`src/bfam_pkg.sv`:
```
// Package with types, constants and register indexes of the battery frame alarm monitor.
package bfam_pkg;

    localparam logic [10:0] ID_CHARGE = 11'h0AC;
    localparam logic [10:0] ID_INSUL  = 11'h268;
    localparam logic [10:0] ID_CELL   = 11'h269;
    localparam logic [10:0] ID_TEMP   = 11'h373;

    localparam int CFG_INDEX_W = 3;
    localparam int CFG_DATA_W  = 16;

    localparam logic [CFG_INDEX_W-1:0] REG_CELL_HIGH  = 3'd0;
    localparam logic [CFG_INDEX_W-1:0] REG_CELL_LOW   = 3'd1;
    localparam logic [CFG_INDEX_W-1:0] REG_SPREAD_MAX = 3'd2;
    localparam logic [CFG_INDEX_W-1:0] REG_INSUL_MIN  = 3'd3;
    localparam logic [CFG_INDEX_W-1:0] REG_TEMP_LIMIT = 3'd4;

    localparam logic [15:0] CELL_HIGH_RST  = 16'd4300;
    localparam logic [15:0] CELL_LOW_RST   = 16'd3400;
    localparam logic [15:0] SPREAD_MAX_RST = 16'd80;
    localparam logic [15:0] INSUL_MIN_RST  = 16'd8000;
    localparam logic [7:0]  TEMP_LIMIT_RST = 8'd190;

    localparam int ALARM_INSUL  = 0;
    localparam int ALARM_AVG    = 1;
    localparam int ALARM_SPREAD = 2;
    localparam int ALARM_MAX    = 3;
    localparam int ALARM_MIN    = 4;
    localparam int ALARM_TEMP   = 5;

    localparam logic MODE_FRAME   = 1'b0;
    localparam logic MODE_SILENCE = 1'b1;

    localparam int S_TDATA_W = 80;
    localparam int M_TDATA_W = 120;

    typedef enum logic [2:0] {
        KIND_NONE   = 3'd0,
        KIND_CHARGE = 3'd1,
        KIND_INSUL  = 3'd2,
        KIND_CELL   = 3'd3,
        KIND_TEMP   = 3'd4
    } kind_t;

    typedef struct packed {
        logic [15:0] cell_high_mv;
        logic [15:0] cell_low_mv;
        logic [15:0] spread_max_mv;
        logic [15:0] insulation_min_kohm;
        logic [7:0]  temp_limit_raw;
    } cfg_t;

    typedef struct packed {
        logic        mode;
        logic [10:0] frame_id;
        logic [3:0]  frame_len;
        logic [7:0]  byte0;
        logic [7:0]  byte1;
        logic [7:0]  byte2;
        logic [7:0]  byte3;
        logic [7:0]  byte4;
        logic [7:0]  byte6;
        logic [7:0]  byte7;
    } frame_t;

    typedef struct packed {
        kind_t        kind;
        logic [7:0]   charge_half_pct;
        logic [12:0]  pack_decivolt;
        logic [15:0]  insulation_kohm;
        logic [15:0]  cell_max_mv;
        logic [15:0]  cell_min_mv;
        logic [16:0]  cell_sum_mv;
        logic [16:0]  cell_spread_mv;
        logic [7:0]   temp_raw;
        logic [5:0]   alarm_flags;
        logic         beep;
    } result_t;

endpackage

```
`src/bfam_cfg_regs.sv`:
```
// Configuration register file with the alarm limits.
module bfam_cfg_regs (
    input  logic                              aclk,
    input  logic                              aresetn,
    input  logic                              cfg_we,
    input  logic [bfam_pkg::CFG_INDEX_W-1:0]  cfg_index,
    input  logic [bfam_pkg::CFG_DATA_W-1:0]   cfg_wdata,
    output bfam_pkg::cfg_t                    cfg
);

    bfam_pkg::cfg_t cfg_reg;

    always_ff @(posedge aclk) begin
        if (!aresetn) begin
            cfg_reg.cell_high_mv        <= bfam_pkg::CELL_HIGH_RST;
            cfg_reg.cell_low_mv         <= bfam_pkg::CELL_LOW_RST;
            cfg_reg.spread_max_mv       <= bfam_pkg::SPREAD_MAX_RST;
            cfg_reg.insulation_min_kohm <= bfam_pkg::INSUL_MIN_RST;
            cfg_reg.temp_limit_raw      <= bfam_pkg::TEMP_LIMIT_RST;
        end else if (cfg_we) begin
            unique case (cfg_index)
                bfam_pkg::REG_CELL_HIGH:  cfg_reg.cell_high_mv        <= cfg_wdata;
                bfam_pkg::REG_CELL_LOW:   cfg_reg.cell_low_mv         <= cfg_wdata;
                bfam_pkg::REG_SPREAD_MAX: cfg_reg.spread_max_mv       <= cfg_wdata;
                bfam_pkg::REG_INSUL_MIN:  cfg_reg.insulation_min_kohm <= cfg_wdata;
                bfam_pkg::REG_TEMP_LIMIT: cfg_reg.temp_limit_raw      <= cfg_wdata[7:0];
                default: ;
            endcase
        end
    end

    assign cfg = cfg_reg;

endmodule

```
`src/bfam_decode.sv`:
```
// Frame decoder and limit checks that produce one result and the next beep latch value.
module bfam_decode (
    input  bfam_pkg::frame_t   frame,
    input  bfam_pkg::cfg_t     cfg,
    input  logic               beep_in,
    output bfam_pkg::result_t  result,
    output logic               beep_next
);

    logic [15:0]        cmax;
    logic [15:0]        cmin;
    logic [16:0]        csum;
    logic signed [17:0] diff;
    logic [16:0]        high2;
    logic [16:0]        low2;
    logic               decode_en;

    assign cmax  = {frame.byte0, frame.byte1};
    assign cmin  = {frame.byte2, frame.byte3};
    assign csum  = {1'b0, cmax} + {1'b0, cmin};
    assign diff  = $signed({2'b00, cmax}) - $signed({2'b00, cmin});
    assign high2 = {cfg.cell_high_mv, 1'b0};
    assign low2  = {cfg.cell_low_mv, 1'b0};
    assign decode_en = (frame.mode == bfam_pkg::MODE_FRAME) && (frame.frame_len != 4'd0);

    always_comb begin
        result = '0;
        result.kind = bfam_pkg::KIND_NONE;
        if (decode_en) begin
            unique case (frame.frame_id)
                bfam_pkg::ID_CHARGE: begin
                    result.kind            = bfam_pkg::KIND_CHARGE;
                    result.charge_half_pct = frame.byte4;
                    result.pack_decivolt   = {frame.byte2[4:0], frame.byte3};
                end
                bfam_pkg::ID_INSUL: begin
                    result.kind            = bfam_pkg::KIND_INSUL;
                    result.insulation_kohm = {frame.byte6, frame.byte7};
                    result.alarm_flags[bfam_pkg::ALARM_INSUL] =
                        ({frame.byte6, frame.byte7} <= cfg.insulation_min_kohm);
                end
                bfam_pkg::ID_CELL: begin
                    result.kind           = bfam_pkg::KIND_CELL;
                    result.cell_max_mv    = cmax;
                    result.cell_min_mv    = cmin;
                    result.cell_sum_mv    = csum;
                    result.cell_spread_mv = diff[16:0];
                    result.alarm_flags[bfam_pkg::ALARM_AVG] = (csum >= high2) || (csum <= low2);
                    result.alarm_flags[bfam_pkg::ALARM_SPREAD] =
                        (diff >= $signed({2'b00, cfg.spread_max_mv}));
                    result.alarm_flags[bfam_pkg::ALARM_MAX] =
                        (cmax >= cfg.cell_high_mv) || (cmax <= cfg.cell_low_mv);
                    result.alarm_flags[bfam_pkg::ALARM_MIN] =
                        (cmin >= cfg.cell_high_mv) || (cmin <= cfg.cell_low_mv);
                end
                bfam_pkg::ID_TEMP: begin
                    result.kind     = bfam_pkg::KIND_TEMP;
                    result.temp_raw = frame.byte2;
                    result.alarm_flags[bfam_pkg::ALARM_TEMP] =
                        (frame.byte2 >= cfg.temp_limit_raw);
                end
                default: ;
            endcase
        end
        if (frame.mode == bfam_pkg::MODE_SILENCE) begin
            beep_next = 1'b0;
        end else begin
            beep_next = beep_in || (result.alarm_flags != 6'd0);
        end
        result.beep = beep_next;
    end

endmodule

```
`src/battery_frame_alarm_monitor.sv`:
```
// Top level of the battery frame alarm monitor with input and result registers.
// The block takes one request per clock cycle while the sink keeps up and returns exactly one
// result per request: the request is captured in an input register, decoded and checked against
// the limits in one step of logic, and the result is held in an output register, so that a new
// request is still accepted while a finished result waits for the sink, if the input register
// is empty. A silence request clears the beep latch; any alarm in a decoded frame sets it. The user
// must write limits through the configuration port only while no request is in flight (unenforced).
module battery_frame_alarm_monitor (
    input  logic                              aclk,
    input  logic                              aresetn,
    input  logic                              cfg_we,
    input  logic [bfam_pkg::CFG_INDEX_W-1:0]  cfg_index,
    input  logic [bfam_pkg::CFG_DATA_W-1:0]   cfg_wdata,
    input  logic                              s_axis_tvalid,
    output logic                              s_axis_tready,
    // frame_id, frame_len, byte0 .. byte7, one zero pad bit
    input  logic [bfam_pkg::S_TDATA_W-1:0]    s_axis_tdata,
    // mode
    input  logic                              s_axis_tuser,
    output logic                              m_axis_tvalid,
    input  logic                              m_axis_tready,
    // charge_half_pct, pack_decivolt, insulation_kohm, cell_max_mv, cell_min_mv, cell_sum_mv,
    // cell_spread_mv, temp_raw, alarm_flags, beep, two zero pad bits
    output logic [bfam_pkg::M_TDATA_W-1:0]    m_axis_tdata,
    // kind
    output logic [2:0]                        m_axis_tuser
);

    bfam_pkg::cfg_t    cfg;
    bfam_pkg::frame_t  in_reg;
    bfam_pkg::frame_t  in_next;
    bfam_pkg::result_t res_next;
    bfam_pkg::result_t out_reg;
    logic              in_valid_reg;
    logic              out_valid_reg;
    logic              beep_reg;
    logic              beep_next;
    logic              out_load;
    logic              in_load;

    bfam_cfg_regs u_cfg (
        .aclk      (aclk),
        .aresetn   (aresetn),
        .cfg_we    (cfg_we),
        .cfg_index (cfg_index),
        .cfg_wdata (cfg_wdata),
        .cfg       (cfg)
    );

    bfam_decode u_decode (
        .frame     (in_reg),
        .cfg       (cfg),
        .beep_in   (beep_reg),
        .result    (res_next),
        .beep_next (beep_next)
    );

    assign out_load      = in_valid_reg && (!out_valid_reg || m_axis_tready);
    assign s_axis_tready = !in_valid_reg || out_load;
    assign in_load       = s_axis_tvalid && s_axis_tready;

    always_comb begin
        in_next.mode      = s_axis_tuser;
        in_next.frame_id  = s_axis_tdata[10:0];
        in_next.frame_len = s_axis_tdata[14:11];
        in_next.byte0     = s_axis_tdata[22:15];
        in_next.byte1     = s_axis_tdata[30:23];
        in_next.byte2     = s_axis_tdata[38:31];
        in_next.byte3     = s_axis_tdata[46:39];
        in_next.byte4     = s_axis_tdata[54:47];
        in_next.byte6     = s_axis_tdata[70:63];
        in_next.byte7     = s_axis_tdata[78:71];
    end

    always_ff @(posedge aclk) begin
        if (!aresetn) begin
            in_valid_reg  <= 1'b0;
            out_valid_reg <= 1'b0;
            beep_reg      <= 1'b0;
        end else begin
            if (in_load) begin
                in_valid_reg <= 1'b1;
            end else if (out_load) begin
                in_valid_reg <= 1'b0;
            end
            if (out_load) begin
                out_valid_reg <= 1'b1;
                beep_reg      <= beep_next;
            end else if (m_axis_tready) begin
                out_valid_reg <= 1'b0;
            end
        end
    end

    always_ff @(posedge aclk) begin
        if (in_load) begin
            in_reg <= in_next;
        end
        if (out_load) begin
            out_reg <= res_next;
        end
    end

    assign m_axis_tvalid = out_valid_reg;
    assign m_axis_tuser  = out_reg.kind;
    assign m_axis_tdata  = {2'b00,
                            out_reg.beep,
                            out_reg.alarm_flags,
                            out_reg.temp_raw,
                            out_reg.cell_spread_mv,
                            out_reg.cell_sum_mv,
                            out_reg.cell_min_mv,
                            out_reg.cell_max_mv,
                            out_reg.insulation_kohm,
                            out_reg.pack_decivolt,
                            out_reg.charge_half_pct};

    a_none_no_alarm: assert property (@(posedge aclk) disable iff (!aresetn)
        out_valid_reg && (out_reg.kind == bfam_pkg::KIND_NONE) |-> out_reg.alarm_flags == 6'd0)
        else $error("Result without a decoded frame carries alarm flags.");

    a_alarm_beeps: assert property (@(posedge aclk) disable iff (!aresetn)
        out_valid_reg && (out_reg.alarm_flags != 6'd0) |-> out_reg.beep)
        else $error("Alarm in a result without the beep latch set.");

    a_silence_clears: assert property (@(posedge aclk) disable iff (!aresetn)
        out_load && (in_reg.mode == bfam_pkg::MODE_SILENCE) |=> !beep_reg)
        else $error("Silence request did not clear the beep latch.");

    a_beep_rise_on_load: assert property (@(posedge aclk) disable iff (!aresetn)
        $rose(beep_reg) |-> $past(out_load))
        else $error("Beep latch set without a result being loaded.");

    a_result_beep_tracks: assert property (@(posedge aclk) disable iff (!aresetn)
        out_load |=> out_reg.beep == beep_reg)
        else $error("Result beep bit differs from the latch.");

    a_cell_sum: assert property (@(posedge aclk) disable iff (!aresetn)
        out_valid_reg && (out_reg.kind == bfam_pkg::KIND_CELL) |->
            out_reg.cell_sum_mv == ({1'b0, out_reg.cell_max_mv} + {1'b0, out_reg.cell_min_mv}))
        else $error("Cell sum does not match its operands.");

endmodule
```
`config.mk`:
```
export PLATFORM = sky130hd
export DESIGN_NAME = battery_frame_alarm_monitor
export DESIGN_NICKNAME = d
export VERILOG_FILES = /design/src/bfam_pkg.sv /design/src/bfam_cfg_regs.sv /design/src/bfam_decode.sv /design/src/battery_frame_alarm_monitor.sv
export SDC_FILE = /design/constraint.sdc
export NUM_CORES = 1
export LEC_CHECK = 0
export ABC_AREA = 1
export BUFFER_PORTS_ARGS = -buffer_cell sky130_fd_sc_hd__buf_2
export CAP_MARGIN = 20
export CELL_PAD_IN_SITES_DETAIL_PLACEMENT = 1
export CELL_PAD_IN_SITES_GLOBAL_PLACEMENT = 1
export CORE_AREA = 2 2 174 176
export CTS_BUF_LIST = sky130_fd_sc_hd__clkbuf_4
export CTS_CLUSTER_SIZE = 16
export DETAILED_ROUTE_END_ITERATION = 12
export DIE_AREA = 0 0 176 178
export HOLD_SLACK_MARGIN = 0.02
export PLACE_DENSITY = 0.95
export SLEW_MARGIN = 20
export SYNTH_ARGS = -nofsm -noshare
export SYNTH_HDL_FRONTEND = slang
export SYNTH_SLANG_ARGS = --single-unit
```
`constraint.sdc`:
```
create_clock -name aclk -period 13.9 [get_ports aclk]
set_input_delay 0.695 -clock aclk [delete_from_list [all_inputs] [get_ports aclk]]
set_output_delay 0.695 -clock aclk [all_outputs]
set_load 0.1 [all_outputs]
```
==> summary.md, run 1 <==
| Metric | Value |
|---|---|
| Die Wd | `between 150 and 200 um` |
| Max-slew headroom | `27.85%` |
| P per Cell Area | `between 100 and 150 mW/mm^2` |
| Initial antenna violation count | `2` |
| Die Height | `~180 um` |
| Final setup violating endpoints | `0` |
| Drt first pass iters | `5` |
| Post-Synthesis Cells | `approximately 1500` |
| Most common cell after layout, fill and taps aside | `inv_1` |
| Setup_tns | `0 ps` |
| Leak Pwr | `a little over 8 nW` |
| Slew Limit Fails | `0` |
| Flop2flop setup slack | `9360 ps` |
| Global-route wire length before repair | `67010 um` |
| Vias per cell | `between 5 and 6` |
| Nets | `2015` |
| Worst Reg-to-Reg Cells | `22` |
| RePlAce Congestion | `0.8974` |
| Total GRT Usage | `between 20% and 30%` |
| Sequential share of the synthesized area | `50.92%` |
| Clk Latency, worst-skew pair | `720 ps` |
| Clock transition at the registers of the reported paths | `60 ps` |
| Fillers | `3461` |
| Reg-to-Reg Start | `in_reg[35]` |
| Layout cells sized above 1 | `21.64%` |
| Hold-fix buffers, CTS | `0` |
| Max-cap violations | `0` |
| Min-delay src | `s_axis_tdata[14]` |
| Mean routed wirelength per cell | `19.92 um` |
| Synth top area share | `40.40%` |
| Largest net degree at the start of global routing | `75` |
| Sequential Area | `0.007267 mm^2` |
| RR Endpoint | `m_axis_tdata[117]` |
| Number of CTS-inserted buffers | `74` |
| Worst-Margin Slew | `1082 ps` |
| CTS root buf | `clkbuf_4` |
| Max Clock Skew | `46.30 ps` |
| Area grow syn2layout | `16.98%` |
| Number of library cell types mapped by synthesis | `46` |
| Area contributors post-synth | `edfxtp_1, ha_1, dfxtp_1, inv_1, nand2_1` |
| Final period util | `32.63%` |
| Vias in the first global route | `12630` |
| Yosys warns | `0` |
| DRT Wirelength | `about 44000 um` |
| Vias | `11700` |
| WP data required | `roughly 14000 ps` |
| WHS | `149.5 ps` |
| Post-DP HPWL | `between 30000 and 40000 um` |
| Outcome | `complete, no violations` |
| Most frequent cells in the layout | `inv_1, buf_2, nand2_1` |
| F_max | `220.5 MHz` |
| Largest area contributor in the netlist | `edfxtp_1` |
| H-tree levels | `3` |
| Hold path depth | `1` |
| Crit path time final | `4536 ps` |
| Initial DRC count | `slightly below 700` |
| Remaining antenna violation count | `0` |
| Sink of the worst hold path | `in_reg[59]` |
| Number of post-CTS setup repair buffers | `0` |
| Std-Cell Rows | `63` |
| Starting Density | `~49%` |
| Total grt overflow | `0` |
| Syn_area_per_cell | `between 9 and 10 um^2` |
| Die area | `0.03133 mm^2` |
| Min-delay worst type | `in2reg` |
| Area of the multi-input gates | `~0.006 mm^2` |
| CTS tree | `built` |
| Io pins | `230` |
| Clk buf depth | `3` |
| Fin. Hold Viols | `0` |
| Core Box Area | `0.02940 mm^2` |
| Number of port buffers | `approximately 220` |
| Yosys reg bits | `267` |
| RSZ-0062 raised after global routing | `no` |
| Worst Path Class, Setup | `reg2reg` |
| Critical Path Sink Type | `flop` |
| Setup crit start kind | `flop` |
| Worst vdd ir | `0.00006588 V` |
| CTS resizes | `0` |
| Critical path arrival | `roughly 5000 ps` |
| Largest register FFs | `117` |
| Cell Area, Synth | `0.01427 mm^2` |
| Clock sink count | `267` |
| Worst Path Max Fanout | `7` |
| Drc violations | `0` |
==> worst max-delay path, cell delays in order, from the launching register on <==
cell and delay, ps:
edfxtp_1 500, inv_1 190, ha_1 430, nor2_1 300
inv_1 100, nor2_1 140, nand4_1 90, o21ai_0 260
xor2_1 350, inv_1 130, ha_1 320, nand2_1 70
inv_1 40, o21ai_0 130, nand2_1 70, nor2_1 140
nand3_1 90, o21ai_0 460, nand2_1 100, nor2_1 120
nand2_1 70, nand2_1 100, inv_1 60
==> synthesized netlist by cell type, drive strengths merged <==
master / count
inv: 242
nand3b: 3
a211oi: 2
nor3: 14
ha: 168
nand4: 12
nor2: 186
o211ai: 18
o31ai: 2
clkbuf: 21
nand3: 31
nand2: 208
fa: 2
buf: 19
o2111ai: 1
dfxtp: 75
a21o: 3
edfxtp: 192
nor4: 4
a21oi: 143
a31o: 1
xor2: 23
o21ai: 88
o21bai: 5
a21boi: 4
conb: 1
clkinv: 1
and2: 1
o21a: 9
==> worst max-delay path by stage <==
stage	slack, ps	cells after the start	end	startpoint
after floorplan	6190	3	beep_reg	m_axis_tvalid
after global placement	9530	22	m_axis_tdata[117]	in_reg[35]
after detailed placement	9400	22	m_axis_tdata[117]	in_reg[35]
after CTS	9370	22	m_axis_tdata[117]	in_reg[35]
after global routing	9020	22	m_axis_tdata[117]	in_reg[35]
final	9360	22	m_axis_tdata[117]	in_reg[35]
==> cells by family (layout without fill, tap and decap cells) <==
group | count (synthesis) | after routing | synth area share [%]
simple gates | 459 | 459 | 13.19
buf+inv | 283 | 596 | 7.961
compound gates | 276 | 276 | 11.38
flops | 267 | 267 | 50.92
fa+ha+maj | 170 | 170 | 15.01
xor+xnor | 23 | 23 | 1.517
other cells | 1 | 4 | 0.02628
==> layer usage <==
metal	global-route usage, %	wire length, um	vias up
met5	0	13	-
met4	12.36	1560	2
met3	6.735	2861	104
met2	49.72	21940	416
met1	32.58	17150	5652
li1	-	-	5524
==> power by group <==
| group | switching, mW | internal (mW) |
|---|---|---|
| clock network | 0.342 | 0.423 |
| registers | 0.0208 | 0.883 |
| logic | 0.276 | 0.116 |
| total | 0.640 | 1.42 |
==> through the flow <==
stage / cell area (um^2) / power, mW / utilization [%] / cells / setup WS, ps
2_1_floorplan: 14270 / 1.194 / - / 1480 / 6187
5_1_grt: 16690 / 2.166 / 56.77 / 2184 / 9018
6_report: 16690 / 2.061 / 56.78 / 2185 / 9364
3_5_place_dp: 15680 / 1.306 / 53.33 / 2053 / 9404
4_1_cts: 16670 / 2.080 / 56.71 / 2182 / 9371
3_3_place_gp: 15680 / 1.279 / 53.33 / 2053 / 9529
==> final cells by class <==
type / instances / share of cell area, %
sequential: 267 / 43.53
multi-input combinational: 930 / 35.24
timing repair buffer: 224 / 6.850
inverter: 243 / 5.479
clock buffer: 112 / 5.036
tap: 390 / 2.923
clock inverter: 17 / 0.9143
antenna: 2 / 0.02998
No activity file was read; power rests on OpenSTA's default activity.
==> inputs of run 2 (changes only) <==
--- a/config.mk
+++ b/config.mk
@@ -10,13 +10,13 @@
 export CAP_MARGIN = 20
 export CELL_PAD_IN_SITES_DETAIL_PLACEMENT = 1
 export CELL_PAD_IN_SITES_GLOBAL_PLACEMENT = 1
-export CORE_AREA = 2 2 174 176
+export CORE_AREA = 2 2 190 192
 export CTS_BUF_LIST = sky130_fd_sc_hd__clkbuf_4
 export CTS_CLUSTER_SIZE = 16
 export DETAILED_ROUTE_END_ITERATION = 12
-export DIE_AREA = 0 0 176 178
+export DIE_AREA = 0 0 192 194
 export HOLD_SLACK_MARGIN = 0.02
-export PLACE_DENSITY = 0.95
+export PLACE_DENSITY = 0.86
 export SLEW_MARGIN = 20
 export SYNTH_ARGS = -nofsm -noshare
 export SYNTH_HDL_FRONTEND = slang
==> constraint.sdc (replaced) <==
create_clock -name aclk -period 4.05 [get_ports aclk]
set_input_delay 0.2025 -clock aclk [delete_from_list [all_inputs] [get_ports aclk]]
set_output_delay 0.2025 -clock aclk [all_outputs]
set_load 0.1 [all_outputs]
==> run 2 against run 1 <==
Effect of this change: global-route usage decreased by 1.7 points; critical path depth rose by 1; final cell count increased by 11%; first-iteration DRC count down 11%; via count is 5.3% higher; fmax increased by 16%; highest routed layer is now met4.
==> summary.md, run 2 (synthesis gave the netlist of run 1 again) <==
| Metric | Value |
|---|---|
| Reg-to-Reg Start | `in_reg[40]` |
| Total grt overflow | `0` |
| Initial DRC count | `between 500 and 600` |
| Critical Path Sink Type | `flop` |
| Power, Total | `7.187 mW` |
| Max-slew headroom | `a little under a third` |
| H-tree levels | `3` |
| Vias in the first global route | `roughly 13000` |
| Clock transition at the registers of the reported paths | `about 70 ps` |
| Hold path depth | `2` |
| Clock sink count | `approximately 270` |
| Number of CTS-inserted buffers | `72` |
| Clk Latency, worst-skew pair | `about 740 ps` |
| Post-DP HPWL | `34720 um` |
| CP Cell Sequence | `ha_2 > inv_2 > fa_2 > nand3b_1 > nand2_2 > a21oi_4 > o21ai_4 > nand2_2 > a21oi_4 > a21boi_2 > xor2_2 > inv_2 > ha_4 > a21oi_1 > a21oi_2 > nor2_2 > nand3_1 > o21ai_4 > nand2_1 > nor2_1 > nand2_1 > nand2_2 > inv_1` |
| Max Clock Skew | `55.91 ps` |
| Area grow syn2layout | `28.83%` |
| Critical path arrival | `4370 ps` |
| CTS root buf | `clkbuf_4` |
| Layout cells sized above 1 | `between 20% and 30%` |
| Min-delay src | `s_axis_tdata[3]` |
| Min-delay worst type | `in2reg` |
| Sequential Area | `0.007267 mm^2` |
| Starting Density | `40.52%` |
| Nets | `2178` |
| Sink of the worst hold path | `in_reg[63]` |
| Most frequent CP cell | `nand2_2` |
| Largest register FFs | `117` |
| Fillers | `~4100` |
| Mean routed wirelength per cell | `just over 20 um` |
| Slew Limit Fails | `0` |
| Vias per cell | `5.092` |
| Final instance area | `around 0.018 mm^2` |
| Setup crit start kind | `flop` |
| Setup_tns | `0 ps` |
| Area of the multi-input gates | `0.006060 mm^2` |
| F_max | `between 200 and 300 MHz` |
| Core Box Area | `about 0.035 mm^2` |
| Worst Reg-to-Reg Cells | `23` |
| WHS | `175.7 ps` |
| Fin. Hold Viols | `0` |
| Die Height | `about 190 um` |
| Drt first pass iters | `4` |
| RePlAce Congestion | `0.9081` |
| Total GRT Usage | `26.43%` |
| Io pins | `230` |
| Die area | `roughly 0.037 mm^2` |
| CP peak stage delay | `400 ps` |
| RR Endpoint | `m_axis_tdata[117]` |
| Most common cell after layout, fill and taps aside | `inv_1` |
| Max-cap violations | `0` |
| Final period util | `between 90% and 100%` |
| Dpl ws | `-164.1 ps` |
| Largest net degree at the start of global routing | `69` |
| CTS tree | `built` |
| Worst Path Max Fanout | `3` |
| Slowest-stage cell, CP | `edfxtp_1` |
| P per Cell Area | `390.9 mW/mm^2` |
| Crit path time final | `between 3000 and 4000 ps` |
| Flop2flop setup slack | `150 ps` |
| Initial antenna violation count | `1` |
| Number of port buffers | `between 200 and 250` |
| WP data required | `~4500 ps` |
| Worst Setup Slack, final | `between 150 and 200 ps` |
| Worst vdd ir | `between 0.0002 and 0.0003 V` |
| Global-route wire length before repair | `roughly 74000 um` |
| Die Wd | `192 um` |
| CP delay by family, top | `compound AO/OA/AOI/OAI gates` |
| Worst-Margin Slew | `1038 ps` |
| Post-Place Cell Area | `0.01615 mm^2` |
| Outcome | `complete, no violations` |
| Most frequent cells in the layout | `inv_1, buf_2, nand2_1` |
| Worst Path Class, Setup | `reg2reg` |
| DRT Wirelength | `48870 um` |
| Leak Pwr | `8.764 nW` |
| Remaining antenna violation count | `0` |
| Vias | `12320` |
| Clk buf depth | `3` |
| Worst Path Buf+Inv | `3` |
| Drc violations | `0` |
| Final setup violating endpoints | `0` |
| Std-Cell Rows | `69` |
==> run 2: per-layer routing <==
metal | vias to the layer above | GRT usage, % | share of wire, %
met5 | - | 0 | 0
met2 | 375 | 45.21 | 49
met3 | 102 | 4.959 | 5.6
li1 | 5821 | - | -
met1 | 6024 | 32.32 | 42
met4 | 0 | 11.62 | 3.4
==> run 2: how the worst max path moves through the flow <==
stage                  startpoint           endpoint  cells after the start
floorplan           m_axis_tvalid          in_reg[0]                      3
detailed placement     in_reg[24]  m_axis_tdata[117]                     25
global route           in_reg[40]  m_axis_tdata[117]                     23
CTS                    in_reg[40]  m_axis_tdata[117]                     26
finish                 in_reg[40]  m_axis_tdata[117]                     23
global placement       in_reg[35]  m_axis_tdata[117]                     23
==> run 2: stage by stage <==
| step | cells | utilization, % |
|---|---|---|
| 6_report | 2420 | 52.20 |
| 5_1_grt | 2420 | 52.20 |
| 4_1_cts | 2410 | 51.51 |
| 3_5_place_dp | 2175 | 45.86 |
| 3_3_place_gp | 2175 | 45.86 |
| 2_1_floorplan | 1480 | - |
==> run 2: area by class of cell <==
cell class | count | share of cell area [%]
well taps | 461 | 3.137
inverters | 243 | 4.982
diodes | 1 | 0.01361
clock buffers | 110 | 4.492
flip-flops and latches | 267 | 39.53
clock inverters | 19 | 0.5444
multi-input cells | 930 | 32.96
repair buffers | 389 | 14.35
==> run 2: worst register-to-register path: cells and delay by family (launching register included) <==
family / cells / cell delay [ps]
compound gates: 7 / 1060
flops: 1 / 400
xor+xnor: 1 / 200
buf+inv: 3 / 200
fa+ha+maj: 3 / 800
simple gates: 9 / 1000
==> run 2: timing repair <==
| item | 4_1_cts | 5_1_grt |
|---|---|---|
| gates resized for setup | 3 | 35 |
| hold buffers | 100 | 0 |
| setup buffers | 6 | 10 |
| pin swaps | 2 | 20 |
| setup endpoints to repair | 2 | 2 |
| endpoints found under the hold margin | 146 | 0 |
==> run 2: power by group <==
part           switching [mW]  internal (mW)
logic                    1.06          0.561
registers              0.0538           3.03
clock network            1.19           1.30
